===== src/hdl/tgr_pkg.sv =====
`timescale 1ns / 1ps

package tgr_pkg;

    localparam int TIME_W = 48;
    localparam int DUR_W  = 32;
    localparam int MS_W   = 16;
    // widest scaled threshold: 65535 * 1000 + 999 fits in 26 bits
    localparam int US_W   = 26;

    localparam int US_PER_MS = 1000;

    // floor(x / 1000) == (x * RECIP_M) >> RECIP_SHIFT for every 48-bit x
    localparam int           RECIP_SHIFT = 58;
    localparam logic [48:0]  RECIP_M     = 49'd288230376151712;

    typedef enum logic [1:0] {
        OP_FEED  = 2'd0,
        OP_READ  = 2'd1,
        OP_CLEAR = 2'd2,
        OP_NOP   = 2'd3
    } opcode_t;

    typedef enum logic [1:0] {
        G_NONE   = 2'd0,
        G_SINGLE = 2'd1,
        G_DOUBLE = 2'd2,
        G_LONG   = 2'd3
    } gesture_t;

    typedef enum logic [2:0] {
        M_IDLE  = 3'b001,
        M_PRESS = 3'b010,
        M_WAIT  = 3'b100
    } mode_t;

    localparam logic [1:0] REG_WINDOW  = 2'd0;
    localparam logic [1:0] REG_LONG    = 2'd1;
    localparam logic [1:0] REG_TAP_MIN = 2'd2;
    localparam logic [1:0] REG_TAP_MAX = 2'd3;

    localparam logic [MS_W-1:0] RST_WINDOW_MS  = 16'd300;
    localparam logic [MS_W-1:0] RST_LONG_MS    = 16'd1000;
    localparam logic [MS_W-1:0] RST_TAP_MIN_MS = 16'd20;
    localparam logic [MS_W-1:0] RST_TAP_MAX_MS = 16'd500;

    localparam logic [US_W-1:0] RST_WINDOW_US  = US_W'(300 * US_PER_MS);
    localparam logic [US_W-1:0] RST_LONG_US    = US_W'(1000 * US_PER_MS);
    localparam logic [US_W-1:0] RST_TAP_MIN_US = US_W'(20 * US_PER_MS);
    localparam logic [US_W-1:0] RST_TAP_LIM_US = US_W'(500 * US_PER_MS + US_PER_MS - 1);

    // thresholds in microseconds, compared directly against raw time differences
    typedef struct packed {
        logic [US_W-1:0] win_us;
        logic [US_W-1:0] long_us;
        logic [US_W-1:0] min_us;
        logic [US_W-1:0] max_lim;
    } cfg_t;

    typedef struct packed {
        gesture_t            gesture;
        logic [TIME_W-1:0]   diff;
    } mid_t;

endpackage


===== src/hdl/tgr_if.sv =====
`timescale 1ns / 1ps

interface tgr_touch_if;
    logic        valid;
    logic        ready;
    logic [1:0]  opcode;
    logic        channel;
    logic        touched;
    logic [47:0] time_us;

    modport source (output valid, output opcode, output channel, output touched,
                    output time_us, input ready);
    modport sink   (input valid, input opcode, input channel, input touched,
                    input time_us, output ready);
endinterface

interface tgr_report_if;
    logic        valid;
    logic        ready;
    logic [1:0]  gesture;
    logic [31:0] press_ms;

    modport source (output valid, output gesture, output press_ms, input ready);
    modport sink   (input valid, input gesture, input press_ms, output ready);
endinterface


===== src/hdl/tgr_core.sv =====
`timescale 1ns / 1ps

module tgr_core
    import tgr_pkg::*;
#(
    parameter int CHANNELS = 2
)
(
    input  logic        clk,
    input  logic        rst_n,
    tgr_touch_if.sink   touch,
    input  cfg_t        cfg,
    output logic        mid_valid,
    input  logic        mid_ready,
    output mid_t        mid
);

    localparam int IDX_W = (CHANNELS > 1) ? $clog2(CHANNELS) : 1;

    logic                r0_valid_reg;
    opcode_t             r0_op_reg;
    logic                r0_ch_reg;
    logic                r0_touched_reg;
    logic [TIME_W-1:0]   r0_time_reg;

    mode_t               mode_reg [CHANNELS];
    logic [1:0]          tc_reg   [CHANNELS];
    logic [TIME_W-1:0]   ps_reg   [CHANNELS];
    logic [TIME_W-1:0]   rt_reg   [CHANNELS];
    logic [TIME_W-1:0]   ld_reg   [CHANNELS];

    logic                s1_valid_reg;
    mid_t                s1_reg;

    logic                s1_ready;
    logic                r0_fire;
    logic                accept;
    logic [IDX_W-1:0]    ch_idx;

    mode_t               cur_mode;
    logic [1:0]          cur_tc;
    logic [TIME_W-1:0]   cur_ps;
    logic [TIME_W-1:0]   cur_rt;
    logic [TIME_W-1:0]   cur_ld;
    logic [TIME_W-1:0]   gap;
    logic [TIME_W-1:0]   held;
    logic                timeout;
    logic                is_long;
    logic                in_tap;

    mode_t               mode_next;
    logic [1:0]          tc_next;
    logic [TIME_W-1:0]   ps_next;
    logic [TIME_W-1:0]   rt_next;
    logic [TIME_W-1:0]   ld_next;
    mid_t                s1_next;

    assign s1_ready    = !s1_valid_reg || mid_ready;
    assign r0_fire     = r0_valid_reg && s1_ready;
    assign touch.ready = !r0_valid_reg || s1_ready;
    assign accept      = touch.valid && touch.ready;

    assign mid_valid = s1_valid_reg;
    assign mid       = s1_reg;

    // channels beyond the configured count fold onto channel 0
    assign ch_idx = (int'(r0_ch_reg) < CHANNELS) ? IDX_W'(r0_ch_reg) : '0;

    assign cur_mode = mode_reg[ch_idx];
    assign cur_tc   = tc_reg[ch_idx];
    assign cur_ps   = ps_reg[ch_idx];
    assign cur_rt   = rt_reg[ch_idx];
    assign cur_ld   = ld_reg[ch_idx];

    // differences wrap modulo 2^48; ms thresholds are pre-scaled to us
    assign gap     = r0_time_reg - cur_rt;
    assign held    = r0_time_reg - cur_ps;
    assign timeout = (cur_mode == M_WAIT) && (gap >= TIME_W'(cfg.win_us));
    assign is_long = held >= TIME_W'(cfg.long_us);
    assign in_tap  = (held >= TIME_W'(cfg.min_us)) && (held <= TIME_W'(cfg.max_lim));

    always_comb
    begin
        mode_next       = cur_mode;
        tc_next         = cur_tc;
        ps_next         = cur_ps;
        rt_next         = cur_rt;
        ld_next         = cur_ld;
        s1_next.gesture = G_NONE;
        s1_next.diff    = cur_ld;

        unique case (r0_op_reg)
            OP_FEED:
            begin
                priority if (timeout)
                begin
                    // window expired: report the pending tap, drop this level
                    mode_next       = M_IDLE;
                    tc_next         = 2'd0;
                    s1_next.gesture = G_SINGLE;
                end
                else if (r0_touched_reg)
                begin
                    if (cur_mode != M_PRESS)
                    begin
                        if (cur_mode == M_WAIT)
                        begin
                            tc_next = 2'd2;
                        end
                        mode_next = M_PRESS;
                        ps_next   = r0_time_reg;
                        ld_next   = '0;
                    end
                end
                else
                begin
                    if (cur_mode == M_PRESS)
                    begin
                        priority if (is_long)
                        begin
                            mode_next       = M_IDLE;
                            tc_next         = 2'd0;
                            ld_next         = held;
                            s1_next.gesture = G_LONG;
                        end
                        else if (in_tap)
                        begin
                            if (cur_tc == 2'd0)
                            begin
                                tc_next   = 2'd1;
                                mode_next = M_WAIT;
                                rt_next   = r0_time_reg;
                                ld_next   = held;
                            end
                            else if (cur_tc == 2'd2)
                            begin
                                mode_next       = M_IDLE;
                                tc_next         = 2'd0;
                                ld_next         = held;
                                s1_next.gesture = G_DOUBLE;
                            end
                        end
                        else
                        begin
                            mode_next = M_IDLE;
                            tc_next   = 2'd0;
                            ld_next   = '0;
                        end
                    end
                end
                s1_next.diff = ld_next;
            end
            OP_READ:
            begin
                ld_next = '0;
            end
            OP_CLEAR:
            begin
                mode_next    = M_IDLE;
                tc_next      = 2'd0;
                ps_next      = '0;
                rt_next      = '0;
                ld_next      = '0;
                s1_next.diff = '0;
            end
            OP_NOP:
            begin
            end
        endcase
    end

    always_ff @(posedge clk or negedge rst_n)
    begin
        if (!rst_n)
        begin
            r0_valid_reg <= 1'b0;
            s1_valid_reg <= 1'b0;
            for (int i = 0; i < CHANNELS; i++)
            begin
                mode_reg[i] <= M_IDLE;
                tc_reg[i]   <= 2'd0;
                ps_reg[i]   <= '0;
                rt_reg[i]   <= '0;
                ld_reg[i]   <= '0;
            end
        end
        else
        begin
            if (accept)
            begin
                r0_valid_reg <= 1'b1;
            end
            else if (r0_fire)
            begin
                r0_valid_reg <= 1'b0;
            end

            if (r0_fire)
            begin
                s1_valid_reg     <= 1'b1;
                mode_reg[ch_idx] <= mode_next;
                tc_reg[ch_idx]   <= tc_next;
                ps_reg[ch_idx]   <= ps_next;
                rt_reg[ch_idx]   <= rt_next;
                ld_reg[ch_idx]   <= ld_next;
            end
            else if (mid_ready)
            begin
                s1_valid_reg <= 1'b0;
            end
        end
    end

    always_ff @(posedge clk)
    begin
        if (accept)
        begin
            r0_op_reg      <= opcode_t'(touch.opcode);
            r0_ch_reg      <= touch.channel;
            r0_touched_reg <= touch.touched;
            r0_time_reg    <= touch.time_us;
        end
        if (r0_fire)
        begin
            s1_reg <= s1_next;
        end
    end

    a_double_needs_second_press: assert property (@(posedge clk) disable iff (!rst_n)
        r0_fire && s1_next.gesture == G_DOUBLE |-> cur_tc == 2'd2)
        else $error("double tap reported without a second press");

    a_wait_holds_one_tap: assert property (@(posedge clk) disable iff (!rst_n)
        r0_fire && cur_mode == M_WAIT |-> cur_tc == 2'd1)
        else $error("waiting for second tap with tap count other than one");

    a_clear_reports_zero: assert property (@(posedge clk) disable iff (!rst_n)
        r0_fire && r0_op_reg == OP_CLEAR
        |=> s1_valid_reg && s1_reg.diff == '0 && s1_reg.gesture == G_NONE)
        else $error("channel reset did not report zero duration");

endmodule


===== src/hdl/tgr_div1000.sv =====
`timescale 1ns / 1ps

module tgr_div1000
    import tgr_pkg::*;
(
    input  logic          clk,
    input  logic          rst_n,
    input  logic          in_valid,
    output logic          in_ready,
    input  mid_t          mid,
    tgr_report_if.source  report
);

    localparam int PP_LO_W = 16 + 25;
    localparam int PP_HI_W = 16 + 24;
    localparam int ROW_W   = 65;
    localparam int SUM_W   = 97;
    localparam int Q_W     = SUM_W - RECIP_SHIFT;

    logic                 a_valid_reg;
    gesture_t             a_gesture_reg;
    logic [PP_LO_W-1:0]   pp_lo_reg [3];
    logic [PP_HI_W-1:0]   pp_hi_reg [3];

    logic                 b_valid_reg;
    gesture_t             b_gesture_reg;
    logic [ROW_W-1:0]     row_reg [3];

    logic                 o_valid_reg;
    gesture_t             o_gesture_reg;
    logic [DUR_W-1:0]     o_dur_reg;

    logic                 a_ready;
    logic                 b_ready;
    logic                 o_ready;
    logic [SUM_W-1:0]     total;
    logic [Q_W-1:0]       quot;
    logic [DUR_W-1:0]     dur_next;

    assign o_ready  = !o_valid_reg || report.ready;
    assign b_ready  = !b_valid_reg || o_ready;
    assign a_ready  = !a_valid_reg || b_ready;
    assign in_ready = a_ready;

    assign report.valid    = o_valid_reg;
    assign report.gesture  = o_gesture_reg;
    assign report.press_ms = o_dur_reg;

    // weight the three rows (one per 16-bit slice of x) by their offsets and take the integer part of x / 1000
    assign total = SUM_W'(row_reg[0])
                 + (SUM_W'(row_reg[1]) << 16)
                 + (SUM_W'(row_reg[2]) << 32);
    assign quot     = total[SUM_W-1:RECIP_SHIFT];
    assign dur_next = (|quot[Q_W-1:DUR_W]) ? '1 : quot[DUR_W-1:0];

    always_ff @(posedge clk or negedge rst_n)
    begin
        if (!rst_n)
        begin
            a_valid_reg <= 1'b0;
            b_valid_reg <= 1'b0;
            o_valid_reg <= 1'b0;
        end
        else
        begin
            if (a_ready)
            begin
                a_valid_reg <= in_valid;
            end
            if (b_ready)
            begin
                b_valid_reg <= a_valid_reg;
            end
            if (o_ready)
            begin
                o_valid_reg <= b_valid_reg;
            end
        end
    end

    always_ff @(posedge clk)
    begin
        if (a_ready && in_valid)
        begin
            a_gesture_reg <= mid.gesture;
            for (int i = 0; i < 3; i++)
            begin
                pp_lo_reg[i] <= PP_LO_W'(mid.diff[16*i +: 16]) * PP_LO_W'(RECIP_M[24:0]);
                pp_hi_reg[i] <= PP_HI_W'(mid.diff[16*i +: 16]) * PP_HI_W'(RECIP_M[48:25]);
            end
        end
        if (b_ready && a_valid_reg)
        begin
            b_gesture_reg <= a_gesture_reg;
            for (int i = 0; i < 3; i++)
            begin
                row_reg[i] <= ROW_W'(pp_lo_reg[i]) + (ROW_W'(pp_hi_reg[i]) << 25);
            end
        end
        if (o_ready && b_valid_reg)
        begin
            o_gesture_reg <= b_gesture_reg;
            o_dur_reg     <= dur_next;
        end
    end

endmodule


===== src/hdl/touch_gesture_recognizer.sv =====
// Two-channel tap, double-tap and long-press recognizer. Each request carries an
// opcode (feed a touch level, read and clear the last press duration, or reset
// the channel), a channel, a level and a 48-bit microsecond timestamp, and
// produces exactly one result: a gesture code and the channel's last press
// duration in milliseconds, saturated at 2^32-1. One request is taken every
// clock cycle while the output is not stalled. The rate is set by the
// per-channel record, which is read, updated and written back in the same
// cycle, in the stage after the input register; the divide by 1000 for the
// duration runs in a three-stage multiply pipeline that does not feed back into
// the state. Thresholds are programmed through the APB port in milliseconds;
// the user must see that they are written only while the block is idle, as the
// block does not enforce this. Channel state resets directly; there is no clearing pass.
`timescale 1ns / 1ps

module touch_gesture_recognizer
    import tgr_pkg::*;
#(
    parameter int CHANNELS = 2
)
(
    input  logic          clk,
    input  logic          rst_n,
    tgr_touch_if.sink     touch,
    tgr_report_if.source  report,
    input  logic          psel,
    input  logic          penable,
    input  logic          pwrite,
    input  logic [3:0]    paddr,
    input  logic [31:0]   pwdata,
    output logic [31:0]   prdata,
    output logic          pready
);

    logic [MS_W-1:0]  window_ms_reg;
    logic [MS_W-1:0]  long_ms_reg;
    logic [MS_W-1:0]  tap_min_ms_reg;
    logic [MS_W-1:0]  tap_max_ms_reg;
    cfg_t             cfg_reg;

    logic             cfg_wr;
    logic [1:0]       reg_idx;
    logic [US_W-1:0]  wdata_us;

    logic             mid_valid;
    logic             mid_ready;
    mid_t             mid;

    assign pready   = 1'b1;
    assign cfg_wr   = psel && penable && pwrite && pready;
    assign reg_idx  = paddr[3:2];
    assign wdata_us = US_W'(pwdata[MS_W-1:0]) * US_W'(US_PER_MS);

    always_comb
    begin
        unique case (reg_idx)
            REG_WINDOW:  prdata = 32'(window_ms_reg);
            REG_LONG:    prdata = 32'(long_ms_reg);
            REG_TAP_MIN: prdata = 32'(tap_min_ms_reg);
            REG_TAP_MAX: prdata = 32'(tap_max_ms_reg);
            default:     prdata = '0;
        endcase
    end

    always_ff @(posedge clk or negedge rst_n)
    begin
        if (!rst_n)
        begin
            window_ms_reg   <= RST_WINDOW_MS;
            long_ms_reg     <= RST_LONG_MS;
            tap_min_ms_reg  <= RST_TAP_MIN_MS;
            tap_max_ms_reg  <= RST_TAP_MAX_MS;
            cfg_reg.win_us  <= RST_WINDOW_US;
            cfg_reg.long_us <= RST_LONG_US;
            cfg_reg.min_us  <= RST_TAP_MIN_US;
            cfg_reg.max_lim <= RST_TAP_LIM_US;
        end
        else if (cfg_wr)
        begin
            unique case (reg_idx)
                REG_WINDOW:
                begin
                    window_ms_reg  <= pwdata[MS_W-1:0];
                    cfg_reg.win_us <= wdata_us;
                end
                REG_LONG:
                begin
                    long_ms_reg     <= pwdata[MS_W-1:0];
                    cfg_reg.long_us <= wdata_us;
                end
                REG_TAP_MIN:
                begin
                    tap_min_ms_reg <= pwdata[MS_W-1:0];
                    cfg_reg.min_us <= wdata_us;
                end
                REG_TAP_MAX:
                begin
                    // store the last microsecond still inside the tap range
                    tap_max_ms_reg  <= pwdata[MS_W-1:0];
                    cfg_reg.max_lim <= wdata_us + US_W'(US_PER_MS - 1);
                end
                default:
                begin
                end
            endcase
        end
    end

    tgr_core #(
        .CHANNELS (CHANNELS)
    ) u_core (
        .clk       (clk),
        .rst_n     (rst_n),
        .touch     (touch),
        .cfg       (cfg_reg),
        .mid_valid (mid_valid),
        .mid_ready (mid_ready),
        .mid       (mid)
    );

    tgr_div1000 u_div (
        .clk      (clk),
        .rst_n    (rst_n),
        .in_valid (mid_valid),
        .in_ready (mid_ready),
        .mid      (mid),
        .report   (report)
    );

endmodule


===== src/flat_wrapper.sv =====
// flat-port wrapper written by rule: the top's interface ports become plain ports
module touch_gesture_recognizer_flat import tgr_pkg::*;
#(
    parameter int CHANNELS = 2
)
  (clk, rst_n, psel, penable, pwrite, paddr, pwdata, prdata, pready, touch_valid, touch_opcode, touch_channel, touch_touched, touch_time_us, touch_ready, report_valid, report_gesture, report_press_ms, report_ready);
  tgr_touch_if touch_i ();
  tgr_report_if report_i ();
  input  logic clk;
  input  logic rst_n;
  input  logic psel;
  input  logic penable;
  input  logic pwrite;
  input  logic [3:0] paddr;
  input  logic [31:0] pwdata;
  output logic [31:0] prdata;
  output logic pready;
  input wire logic [$bits(touch_i.valid)-1:0] touch_valid;
  input wire logic [$bits(touch_i.opcode)-1:0] touch_opcode;
  input wire logic [$bits(touch_i.channel)-1:0] touch_channel;
  input wire logic [$bits(touch_i.touched)-1:0] touch_touched;
  input wire logic [$bits(touch_i.time_us)-1:0] touch_time_us;
  output wire logic [$bits(touch_i.ready)-1:0] touch_ready;
  output wire logic [$bits(report_i.valid)-1:0] report_valid;
  output wire logic [$bits(report_i.gesture)-1:0] report_gesture;
  output wire logic [$bits(report_i.press_ms)-1:0] report_press_ms;
  input wire logic [$bits(report_i.ready)-1:0] report_ready;
  assign touch_i.valid = touch_valid;
  assign touch_i.opcode = touch_opcode;
  assign touch_i.channel = touch_channel;
  assign touch_i.touched = touch_touched;
  assign touch_i.time_us = touch_time_us;
  assign touch_ready = touch_i.ready;
  assign report_valid = report_i.valid;
  assign report_gesture = report_i.gesture;
  assign report_press_ms = report_i.press_ms;
  assign report_i.ready = report_ready;
  touch_gesture_recognizer #(.CHANNELS(CHANNELS)) u_core (.clk(clk), .rst_n(rst_n), .touch(touch_i), .report(report_i), .psel(psel), .penable(penable), .pwrite(pwrite), .paddr(paddr), .pwdata(pwdata), .prdata(prdata), .pready(pready));
endmodule

===== config.mk =====
export PLATFORM = sky130hd
export DESIGN_NAME = touch_gesture_recognizer_flat
export DESIGN_NICKNAME = d
export VERILOG_FILES = /design/src/hdl/tgr_pkg.sv /design/src/hdl/tgr_if.sv /design/src/hdl/tgr_core.sv /design/src/hdl/tgr_div1000.sv /design/src/hdl/touch_gesture_recognizer.sv /design/src/flat_wrapper.sv
export SDC_FILE = /design/constraint.sdc
export NUM_CORES = 2
export LEC_CHECK = 0
export BUFFER_PORTS_ARGS = -buffer_cell sky130_fd_sc_hd__buf_2
export CELL_PAD_IN_SITES_DETAIL_PLACEMENT = 1
export CELL_PAD_IN_SITES_GLOBAL_PLACEMENT = 1
export CORE_ASPECT_RATIO = 1.4
export CORE_MARGIN = 2
export CORE_UTILIZATION = 45
export CTS_CLUSTER_DIAMETER = 100
export DETAILED_ROUTE_END_ITERATION = 8
export GPL_TIMING_DRIVEN = 0
export PLACE_DENSITY = 0.76
export SLEW_MARGIN = 30
export SYNTH_ARGS = -nofsm -noshare
export SYNTH_HDL_FRONTEND = slang
export SYNTH_SLANG_ARGS = --single-unit
export TNS_END_PERCENT = 10

===== constraint.sdc =====
create_clock -name clk -period 10.8 [get_ports clk]
set_input_delay 1.08 -clock clk [delete_from_list [all_inputs] [get_ports clk]]
set_output_delay 1.08 -clock clk [all_outputs]
set_load 0.01 [all_outputs]

==> results.json <==
{
  "portBuffers": 128,
  "cts.clk_slew.worst_paths_ns": 0.07,
  "final_cell_mix": "1213 x ha_1, 1174 x inv_1, 711 x nor2_1",
  "ys_seq_area_frac": 0.307,
  "holdCritPathClass": "primary input to async pin",
  "n_fill_cell": 21300,
  "antenna_left": 0,
  "period_share": 0.954,
  "synth.area.top_cells": "edfxtp_1 18%, ha_1 17%, fa_1 15%",
  "wirelength_um": 273000,
  "grt_max_degree": 83,
  "track_usage": 0.277,
  "die_width_um": 376,
  "drt_iter0_markers": 3000,
  "drive_gt1_frac": 0.0653,
  "maxSlewHeadroom": 0.245,
  "finalCriticalPeriod_ns": 10.31,
  "wl_per_cell_um": 23.9,
  "postSynth.asyncResetShare": 0.469,
  "initial_utilization": 0.451,
  "nNetsFinal": 10800,
  "max_freq_mhz": 97.0,
  "cp_slowest_cell": "nor4_2",
  "yosys_warnings": 0,
  "post-cts-setup-buffers": 0,
  "grt_pass1_vias": 74000,
  "yosysTopAreaCell": "edfxtp_1",
  "cts.sinks": 962,
  "clockRootBuffer": "clkbuf_16",
  "numCtsBuffers": 103,
  "synthDistinctLibCells": 109,
  "dieArea_sq_um": 197000,
  "synth_edf_count": 511,
  "max_cap_violations": 0,
  "fp.dieH_um": 524,
  "status": "finished clean",
  "yosysTopAreaCellShare": 0.176,
  "path_delay_family": "compound AO/OA/AOI/OAI gates",
  "insertion_delay_ns": 0.77,
  "syn_area_sq_um": 87100,
  "report.final.setup_viol": 0,
  "final_design_area_no_fill_sq_um": 95000,
  "whs_ns": 0.159,
  "avgSynthCellArea_sq_um": 10.2,
  "cts_tree": "built",
  "antenna_found_initial": 10,
  "cp.required_ns": 11.26,
  "endpoint_kind": "flip-flop",
  "cp_max_fo": 10,
  "final_common_cell": "ha_1",
  "rsz0062_at_grt": "no",
  "dp_hpwl_um": 222000,
  "fin_tns_setup_ns": 0,
  "synthFlopType": "edfxtp_1",
  "clockBufferDepth": 3,
  "largest_register_ffs": 164,
  "gp_congestion": 0.971,
  "finClkSkew_ns": 0.0755,
  "cp-start-kind": "flip-flop",
  "hold_violations": 0,
  "critPathBufInv": 5,
  "area_growth_pct": 9.15,
  "max_stage_delay_ns": 0.87,
  "pin_count": 164,
  "drc_errors": 0,
  "placed_cell_area_sq_um": 91500,
  "arrival_ns": 10.76,
  "critical_path_class": "flip-flop to flip-flop",
  "grt_overflow": 0,
  "slew_viol_final": 0,
  "via_count": 65600,
  "num_rows": 191,
  "tightest_slew_ns": 1.12,
  "dr.pass1.iters": 7,
  "cts-htree-levels": 3,
  "grt_pass1_wl_um": 422000,
  "synth_seq_cells": 962,
  "synthCells": 8561,
  "via_per_inst": 5.74,
  "core_area_sq_um": 193000,
  "fin_util": 0.493
}
## cells in the mapped netlist (all sizes together) (51+ instances only)
library cell,n
clkbuf,189
edfxtp,511
o21a,63
and3,61
o21ai,322
nand3,114
fa,648
nor2,712
xnor2,269
nand4,75
inv,1175
o2bb2ai,73
nand2,560
a221o,98
xor2,104
nor3,123
dfrtp,404
a21oi,441
a21o,168
and2,82
nor2b,111
buf,75
o211ai,51
mux2i,206
ha,1213
## final timing paths
kind,from,endpoint,slack [ns],cells past startpoint
setup / recovery,u_core.u_core.ch_idx,u_core.u_core.mid[3],0.49,26
hold / removal,rst_n,u_core.tap_max_ms_reg[12],0.16,1
setup reg to reg,u_core.u_core.ch_idx,u_core.u_core.mid[3],0.49,26
hold reg to reg,u_core.u_div.pp_lo_reg[0][91],u_core.u_div.row_reg[0][154],0.40,0
max in group asynchronous,rst_n,u_core.u_core.rt_reg[37],8.58,5
min in group clk,u_core.u_div.pp_lo_reg[0][91],u_core.u_div.row_reg[0][154],0.40,0
## through the flow
stage	worst slack, ns	instances
after detailed placement	-0.220	11200
after CTS	0.00622	11400
after floorplan	3.78	8576
final	0.494	11400
after global routing	0.204	11400
after global placement	-0.780	11200
## timing repair
item / in CTS / in global routing
setup endpoints to repair: 4 / 7
resized for setup: 2 / 4
hold buffers: 0 / 0
## cells by family (layout without fill, tap and decap cells)
group           Yosys count  count (layout)  share of synthesized area
flops                   962             962                      0.307
fa+ha+maj              1861            1861                      0.323
compound gates         1639            1639                      0.128
buf+inv                1440            1776                     0.0643
mux                     260             260                     0.0327
xor+xnor                373             373                     0.0375
simple gates           2024            2024                      0.107
other cells               2              18                  0.0000863
## area by class of cell
type                    instances  area, sq um  area share
repair buffers                149         1120      0.0117
well taps                    2509         3140      0.0330
plain buffers                 264         1200      0.0127
inverters                    1176         4420      0.0465
diodes                          1         2.50   0.0000263
multi-input cells            6174        54900       0.578
clock inverters                67          773     0.00814
clock buffers                 120         2750      0.0289
flip-flops and latches        962        26700       0.281
## metal layers
metal  vias up  global-route usage  share of wire
met5         -                   0        0.00025
met4         8               0.185          0.076
met3       733              0.0270          0.034
met2      1492               0.512           0.52
met1     33200               0.296           0.37
li1      30100                   -              -
Power is not shown: default switching activity piles up to over one toggle a cycle in this logic, so the estimate is an artifact.
